--- config.mk ---
export PLATFORM = sky130hd
export DESIGN_NAME = bums_seq
export DESIGN_NICKNAME = d
export VERILOG_FILES = /design/src/bums_pkg.sv /design/src/bums_seq.sv
export SDC_FILE = /design/constraint.sdc
export NUM_CORES = 1
export LEC_CHECK = 0
export BUFFER_PORTS_ARGS = -buffer_cell sky130_fd_sc_hd__buf_4
export CAP_MARGIN = 0
export CORE_AREA = 5 5 42 44
export DETAILED_ROUTE_END_ITERATION = 7
export DIE_AREA = 0 0 47 49
export GPL_TIMING_DRIVEN = 0
export SETUP_SLACK_MARGIN = 0.05
export SYNTH_ARGS = -nofsm -noshare
export SYNTH_HDL_FRONTEND = slang
export SYNTH_SLANG_ARGS = --single-unit
--- constraint.sdc ---
create_clock -name clk_i -period 4.2 [get_ports clk_i]
set_input_delay 0.21 -clock clk_i [delete_from_list [all_inputs] [get_ports clk_i]]
set_output_delay 0.21 -clock clk_i [all_outputs]
set_load 0.01 [all_outputs]
--- src/bums_pkg.sv ---
// Shared types, microcode encoding and control ROM for the bottom-up merge sorter.
// No dependencies; used by bums_seq and bottom_up_merge_sort.
package bums_pkg;

  localparam int unsigned MAX_ITEMS_DEF = 64;
  localparam int unsigned VAL_W         = 32;
  localparam int unsigned PC_W          = 4;

  // datapath actions, one per control word
  typedef enum logic [3:0] {
    ACT_LOAD,
    ACT_SORT_INIT,
    ACT_BASE_CLR,
    ACT_RUN_INIT,
    ACT_READ,
    ACT_MERGE,
    ACT_NEXT_RUN,
    ACT_PASS_END,
    ACT_EMIT_INIT,
    ACT_EMIT_READ,
    ACT_EMIT,
    ACT_DONE
  } act_e;

  // jump conditions
  typedef enum logic [2:0] {
    COND_NONE,
    COND_ALWAYS,
    COND_NO_LAST,
    COND_WIDTH_GE_N,
    COND_BASE_GE_N,
    COND_MERGE_MORE,
    COND_EMIT_MORE
  } cond_e;

  typedef struct packed {
    act_e            act;
    cond_e           cond;
    logic [PC_W-1:0] target;
  } uword_t;

  // datapath status seen by the sequencer
  typedef struct packed {
    logic last_xfer;
    logic width_ge_n;
    logic base_ge_n;
    logic merge_more;
    logic emit_more;
    logic hold;
  } stat_t;

  localparam logic [PC_W-1:0] ST_LOAD      = 4'd0;
  localparam logic [PC_W-1:0] ST_SORT_INIT = 4'd1;
  localparam logic [PC_W-1:0] ST_PASS_TEST = 4'd2;
  localparam logic [PC_W-1:0] ST_RUN_INIT  = 4'd3;
  localparam logic [PC_W-1:0] ST_READ      = 4'd4;
  localparam logic [PC_W-1:0] ST_MERGE     = 4'd5;
  localparam logic [PC_W-1:0] ST_NEXT_RUN  = 4'd6;
  localparam logic [PC_W-1:0] ST_PASS_END  = 4'd7;
  localparam logic [PC_W-1:0] ST_EMIT_INIT = 4'd8;
  localparam logic [PC_W-1:0] ST_EMIT_READ = 4'd9;
  localparam logic [PC_W-1:0] ST_EMIT      = 4'd10;
  localparam logic [PC_W-1:0] ST_DONE      = 4'd11;

  // control program: jump to target when cond holds, else fall through
  function automatic uword_t ucode(logic [PC_W-1:0] pc);
    uword_t w;
    w = '{act: ACT_DONE, cond: COND_ALWAYS, target: ST_LOAD};
    unique case (pc)
      ST_LOAD:      w = '{act: ACT_LOAD,      cond: COND_NO_LAST,    target: ST_LOAD};
      ST_SORT_INIT: w = '{act: ACT_SORT_INIT, cond: COND_NONE,       target: ST_LOAD};
      ST_PASS_TEST: w = '{act: ACT_BASE_CLR,  cond: COND_WIDTH_GE_N, target: ST_EMIT_INIT};
      ST_RUN_INIT:  w = '{act: ACT_RUN_INIT,  cond: COND_BASE_GE_N,  target: ST_PASS_END};
      ST_READ:      w = '{act: ACT_READ,      cond: COND_NONE,       target: ST_LOAD};
      ST_MERGE:     w = '{act: ACT_MERGE,     cond: COND_MERGE_MORE, target: ST_READ};
      ST_NEXT_RUN:  w = '{act: ACT_NEXT_RUN,  cond: COND_ALWAYS,     target: ST_RUN_INIT};
      ST_PASS_END:  w = '{act: ACT_PASS_END,  cond: COND_ALWAYS,     target: ST_PASS_TEST};
      ST_EMIT_INIT: w = '{act: ACT_EMIT_INIT, cond: COND_NONE,       target: ST_LOAD};
      ST_EMIT_READ: w = '{act: ACT_EMIT_READ, cond: COND_NONE,       target: ST_LOAD};
      ST_EMIT:      w = '{act: ACT_EMIT,      cond: COND_EMIT_MORE,  target: ST_EMIT_READ};
      ST_DONE:      w = '{act: ACT_DONE,      cond: COND_ALWAYS,     target: ST_LOAD};
      default:      w = '{act: ACT_DONE,      cond: COND_ALWAYS,     target: ST_LOAD};
    endcase
    return w;
  endfunction

endpackage

--- src/bums_seq.sv ---
// Microcode sequencer: step counter, control ROM lookup and conditional jumps.
// Depends on bums_pkg.
module bums_seq (
  input  logic              clk_i,
  input  logic              rst_ni,
  input  bums_pkg::stat_t   stat_i,
  output bums_pkg::act_e    act_o
);

  logic [bums_pkg::PC_W-1:0] pc_d, pc_q;
  bums_pkg::uword_t          word;
  logic                      jump;

  always_comb begin
    word = bums_pkg::ucode(pc_q);
    case (word.cond)
      bums_pkg::COND_NONE:       jump = 1'b0;
      bums_pkg::COND_ALWAYS:     jump = 1'b1;
      bums_pkg::COND_NO_LAST:    jump = !stat_i.last_xfer;
      bums_pkg::COND_WIDTH_GE_N: jump = stat_i.width_ge_n;
      bums_pkg::COND_BASE_GE_N:  jump = stat_i.base_ge_n;
      bums_pkg::COND_MERGE_MORE: jump = stat_i.merge_more;
      bums_pkg::COND_EMIT_MORE:  jump = stat_i.emit_more;
      default:                   jump = 1'b1;
    endcase
    if (stat_i.hold) begin
      pc_d = pc_q;
    end else if (jump) begin
      pc_d = word.target;
    end else begin
      pc_d = pc_q + 1'b1;
    end
  end

  assign act_o = word.act;

  always_ff @(posedge clk_i or negedge rst_ni) begin
    if (!rst_ni) begin
      pc_q <= bums_pkg::ST_LOAD;
    end else begin
      pc_q <= pc_d;
    end
  end

endmodule

## Word-level counts from Yosys, hierarchy flattened

Memory sizes are Yosys's and may differ from the RTL's.
Index checks and enable logic that the tools add are counted.

- Add/subtract/negate cells: 1
- Eq/ne operators: 5
- Mux-type cells: 2
- Reduce and logical (&&, ||, !) cells: 2

Operator list:

| cell | count |
|---|---|
| $eq 3x3->1 const B | 3 |
| $eq 3x2->1 const B | 2 |
| $pmux 1 s6 | 1 |
| $add 4x1->4 const B | 1 |
| $mux 4 | 1 |
| $logic_not 3->1 | 1 |
| $logic_not 1->1 | 1 |

- Flip-flop bits (word level): 4
- ROM bits: 176
- Bits of input ports: 8
- Output and inout bits: 4
- Logic and storage cells: 12
- Memories kept: 1

Memory list:

| name | words | bits a word | rd ports | clocked after memory_dff | write ports | line | source |
|---|---|---|---|---|---|---|---|
| (name not given) | 16 | 11 | 1 | 0 | 0 | bums_pkg.sv:69 | `unique case (pc)` |

## Longest topological paths before layout

An unclocked memory read counts as a cell.

- Word-level depth: 4
- Mapped depth: 9
- Gate-level depth less buffers: 9

## Worst setup path after synthesis

Ideal clock, no wire load.

- Kind: register to register
- Start point: reg pc_q[0] in the netlist's numbering
- End point: reg pc_q[2] in the netlist's numbering
- Setup time: 134 ps
- Data arrival time: 1921 ps
- Data required time: 4066 ps
- Setup slack: 2145 ps
- Cell stages (with the launch flop): 8
- Path buffers: 0
- Clock period less this slack: 2055 ps
- Path through: dfrtp_1 ha_1 or3_1 a221oi_1 a21boi_0 o21ai_0 a221oi_1 a21oi_1

- Word-level cells in the longest chain between the ends: 4
- Elaborated cells between the ends (all ways): 10
- Classes of those cells: 1 x add/sub; 5 x eq/ne; 2 x mux; 1 x reduce/logical; 1 x memory

Ends and longest elaborated chain:

| element | line | source |
|---|---|---|
| start: declaration | bums_seq.sv:10 | `logic [bums_pkg::PC_W-1:0] pc_d, pc_q;` |
| start signal: assignment | bums_seq.sv:39 | `pc_q <= bums_pkg::ST_LOAD;` |
| start signal: assignment | bums_seq.sv:41 | `pc_q <= pc_d;` |
| $mem_v2 16x11 | - |  |
| $eq 3x3->1 (tied with other cells) | bums_seq.sv:16 | `case (word.cond)` |
| $pmux 1 s6 | bums_seq.sv:16 |  |
| $mux 4 * | bums_seq.sv:28 | `end else if (jump) begin` |

Mark *: on every way between the ends. The rest lies on a longest branch, timed or not.
A chain may end at the register's enable or synchronous reset.

## Final worst setup path

Same ends and word-level chain as after synthesis.

==> metrics.md <==
| Metric | Value |
|---|---|
| Number of placed I/O pins | `12` |
| CP top delay family | `compound AO/OA/AOI/OAI gates` |
| Peak supply drop | `323.9 uV` |
| Initial antenna violation count | `0` |
| Avg Inst Size Synth | `8.046 um^2` |
| DRC | `0` |
| Dominant cell type by area after synthesis | `dfrtp_1` |
| Outcome | `complete, no violations` |
| EDFF count, synth | `0` |
| Pins over their slew limit | `0` |
| Minimum clock period after layout | `2350 ps` |
| Die Area | `0.002303 mm^2` |
| Post_cts resized | `0` |
| CP most frequent cell | `a221oi_1` |
| Final Cell Area | `650.6 um^2` |
| Crit path launch type | `flip-flop` |
| Final HPWL from detailed placement | `920.8 um` |
| Clk_lat worst skew | `230 ps` |
| Vias per inst | `5.558` |
| Sw Share | `47.76%` |
| Yosys top cell area share | `19.14%` |
| Root buf cell | `clkbuf_4` |
| CTS tree | `built` |
| Row Count | `14` |
| First-pass GRT wire length | `1.890 mm` |
| WHS | `309.9 ps` |
| Clock Skews | `5.027 ps` |
| Pin count of the biggest net entering global routing | `12` |
| Synth cell count leaders | `7 x nand2_1, 6 x ha_1, 5 x a21oi_1, 5 x inv_1, 5 x nor2_1` |
| M2 GR Usage | `17.65%` |
| H-tree level count | `1` |
| Max-Cap Viols | `0` |
| # port buffers | `10` |
| Setup TNS | `0 ps` |
| Crit path required time | `4300 ps` |
| Core Footprint | `0.001401 mm^2` |
| Slowest cell on the critical path | `dfrtp_1` |
| Die Ht | `49 um` |
| Fin crit share | `55.95%` |
| Crit path DAT | `2450 ps` |
| DR iter-0 viols | `5` |
| Clock network power share | `8.5%` |
| Grt met1 use | `13.69%` |
| R2R Setup Slk | `1850 ps` |
| Gpl congestion | `0.7504` |
| Unrepaired setup endpoints after global routing | `no` |
| P_int | `0.2868 mW` |
| Setup violations, final | `0` |
| Sw power | `0.2622 mW` |
| Most common cell in the netlist | `nand2_1` |
| Seq/Total Area, Yosys | `19.14%` |
| Combinational Power Share | `72.7%` |
| Top reg by flops | `pc_q` |
| Synth area leaders | `dfrtp_1 19%, ha_1 14%, nand2_1 5.0%` |
| Final hold vios | `0` |
| Nets | `95` |
| Wire per inst | `13.02 um` |
| Share of layout cells above drive strength 1 | `25.32%` |
| Worst-Margin Slew | `427.2 ps` |
| Warnings from Yosys | `0` |
| Bufs and invs on worst path | `0` |
| Post-synthesis cell type count | `32` |
| Grt ovf | `0` |
| Number of global-route vias before repair | `470` |
| Rel. slew slack | `71.52%` |
| Synth Register Bits | `4` |
| Post-Syn Instances | `65` |
| CP Max Fanout | `11` |
| Post-route ant nets | `0` |
| Clk pin slew, worst setup/hold paths | `40 ps` |
| Post-Route WL | `1.237 mm` |
| GRT busiest layer | `met2` |
| Die width | `47 um` |
| Drt first pass iters | `4` |
| Clock Path Buffers | `2` |
| Clk sinks | `4` |
| Largest register FFs | `4` |
| Sequential share of power | `18.8%` |
| Power per cell area | `843.9 mW/mm^2` |
| Top FF cell, synth | `dfrtp_1` |
| Initial core utilization | `37.32%` |
| FMAX | `425.5 MHz` |
| CP Capture Type | `flip-flop` |
| Slowest stage delay, CP | `500 ps` |
| CTS buffer count | `3` |
| Worst min path class | `in -> async` |
| Post-DP Area | `618.1 um^2` |
| Crit Path Class | `reg -> reg` |
| Async SR Flop Fraction | `100.0%` |
| Net Count, Synth | `79` |
| GR Layer Usage met3 | `2.214%` |
| Largest regs | `pc_q x4` |
| CP cell instances | `ha_1 > or3_1 > a221oi_1 > a21boi_0 > o21ai_0 > a221oi_1 > a21oi_1` |
| Area grow syn2layout | `24.40%` |
| Total number of vias | `528` |
| P_leak | `0.3102 nW` |
| GRT Total Usage | `11.78%` |
| Antenna cells | `0` |
| Synthesized area | `523.0 um^2` |
[cells by family (layout without fill, tap and decap cells)]
group | Yosys count | after routing | share of synthesized area (%)
compound gates | 22 | 22 | 33.02
simple gates | 21 | 21 | 19.86
buf+inv | 9 | 23 | 7.656
fa+ha+maj | 6 | 6 | 14.35
flops | 4 | 4 | 19.14
mux | 3 | 3 | 5.981
[path summary, 6_finish.rpt]
| path | endpoint | startpoint | cells past startpoint |
|---|---|---|---|
| setup / recovery | pc_q[2] | pc_q[0] | 7 |
| hold / removal | pc_q[2] | rst_ni | 2 |
| setup reg to reg | pc_q[2] | pc_q[0] | 7 |
| hold reg to reg | pc_q[1] | pc_q[1] | 1 |
| max in group asynchronous | pc_q[0] | rst_ni | 2 |
| min in group clk_i | pc_q[2] | stat_i[0] | 2 |
[metrics by stage]
step | total power [mW] | setup slack, ps | instances | util [%]
after global routing | 0.5974 | 1659 | 95 | 46.43
after CTS | 0.5521 | 1846 | 95 | 46.43
after floorplan | 0.3977 | 2145 | 65 | -
after global placement | 0.4972 | 1889 | 91 | 44.11
after detailed placement | 0.5015 | 1847 | 91 | 44.11
final | 0.5491 | 1850 | 95 | 46.43
[cells in the final DEF, fill, tap and decap left out, types with 3 or more instances in the layout]
cell type	synthesis	layout
a21oi_1	5	5
buf_4	1	11
clkbuf_4	0	3
dfrtp_1	4	4
ha_1	6	6
inv_1	5	5
nand2_1	7	7
nor2_1	5	5
[area by class of cell]
class                   instances  area [um^2]
flip-flops and latches          4        100.1
well taps                      16        20.02
fillers                       155        750.7
repair buffers                 11        85.08
plain buffers                   4        21.27
multi-input cells              52        382.9
inverters                       5        18.77
clock buffers                   3        22.52
[repair_timing]
item | 4_1_cts | 5_1_grt
setup buffers | 0 | 0
hold endpoints to repair | 4 | 0
hold buffers | 1 | 0
[routing by layer]
metal  up-vias  wire (um)
met2        10        594
met4         0         36
met5         -          0
met1       247        572
li1        267          -
met3         4         34
[power by group through the flow]
stage | clock, mW | combinational (mW) | sequential, mW
after global placement | 0 | 0.394 | 0.104
after global routing | 0.0528 | 0.436 | 0.108
after CTS | 0.0488 | 0.400 | 0.103
after detailed placement | 0 | 0.398 | 0.104
final | 0.0467 | 0.399 | 0.103
after floorplan | 0 | 0.310 | 0.0876
No activity file was read; power rests on OpenSTA's default activity.
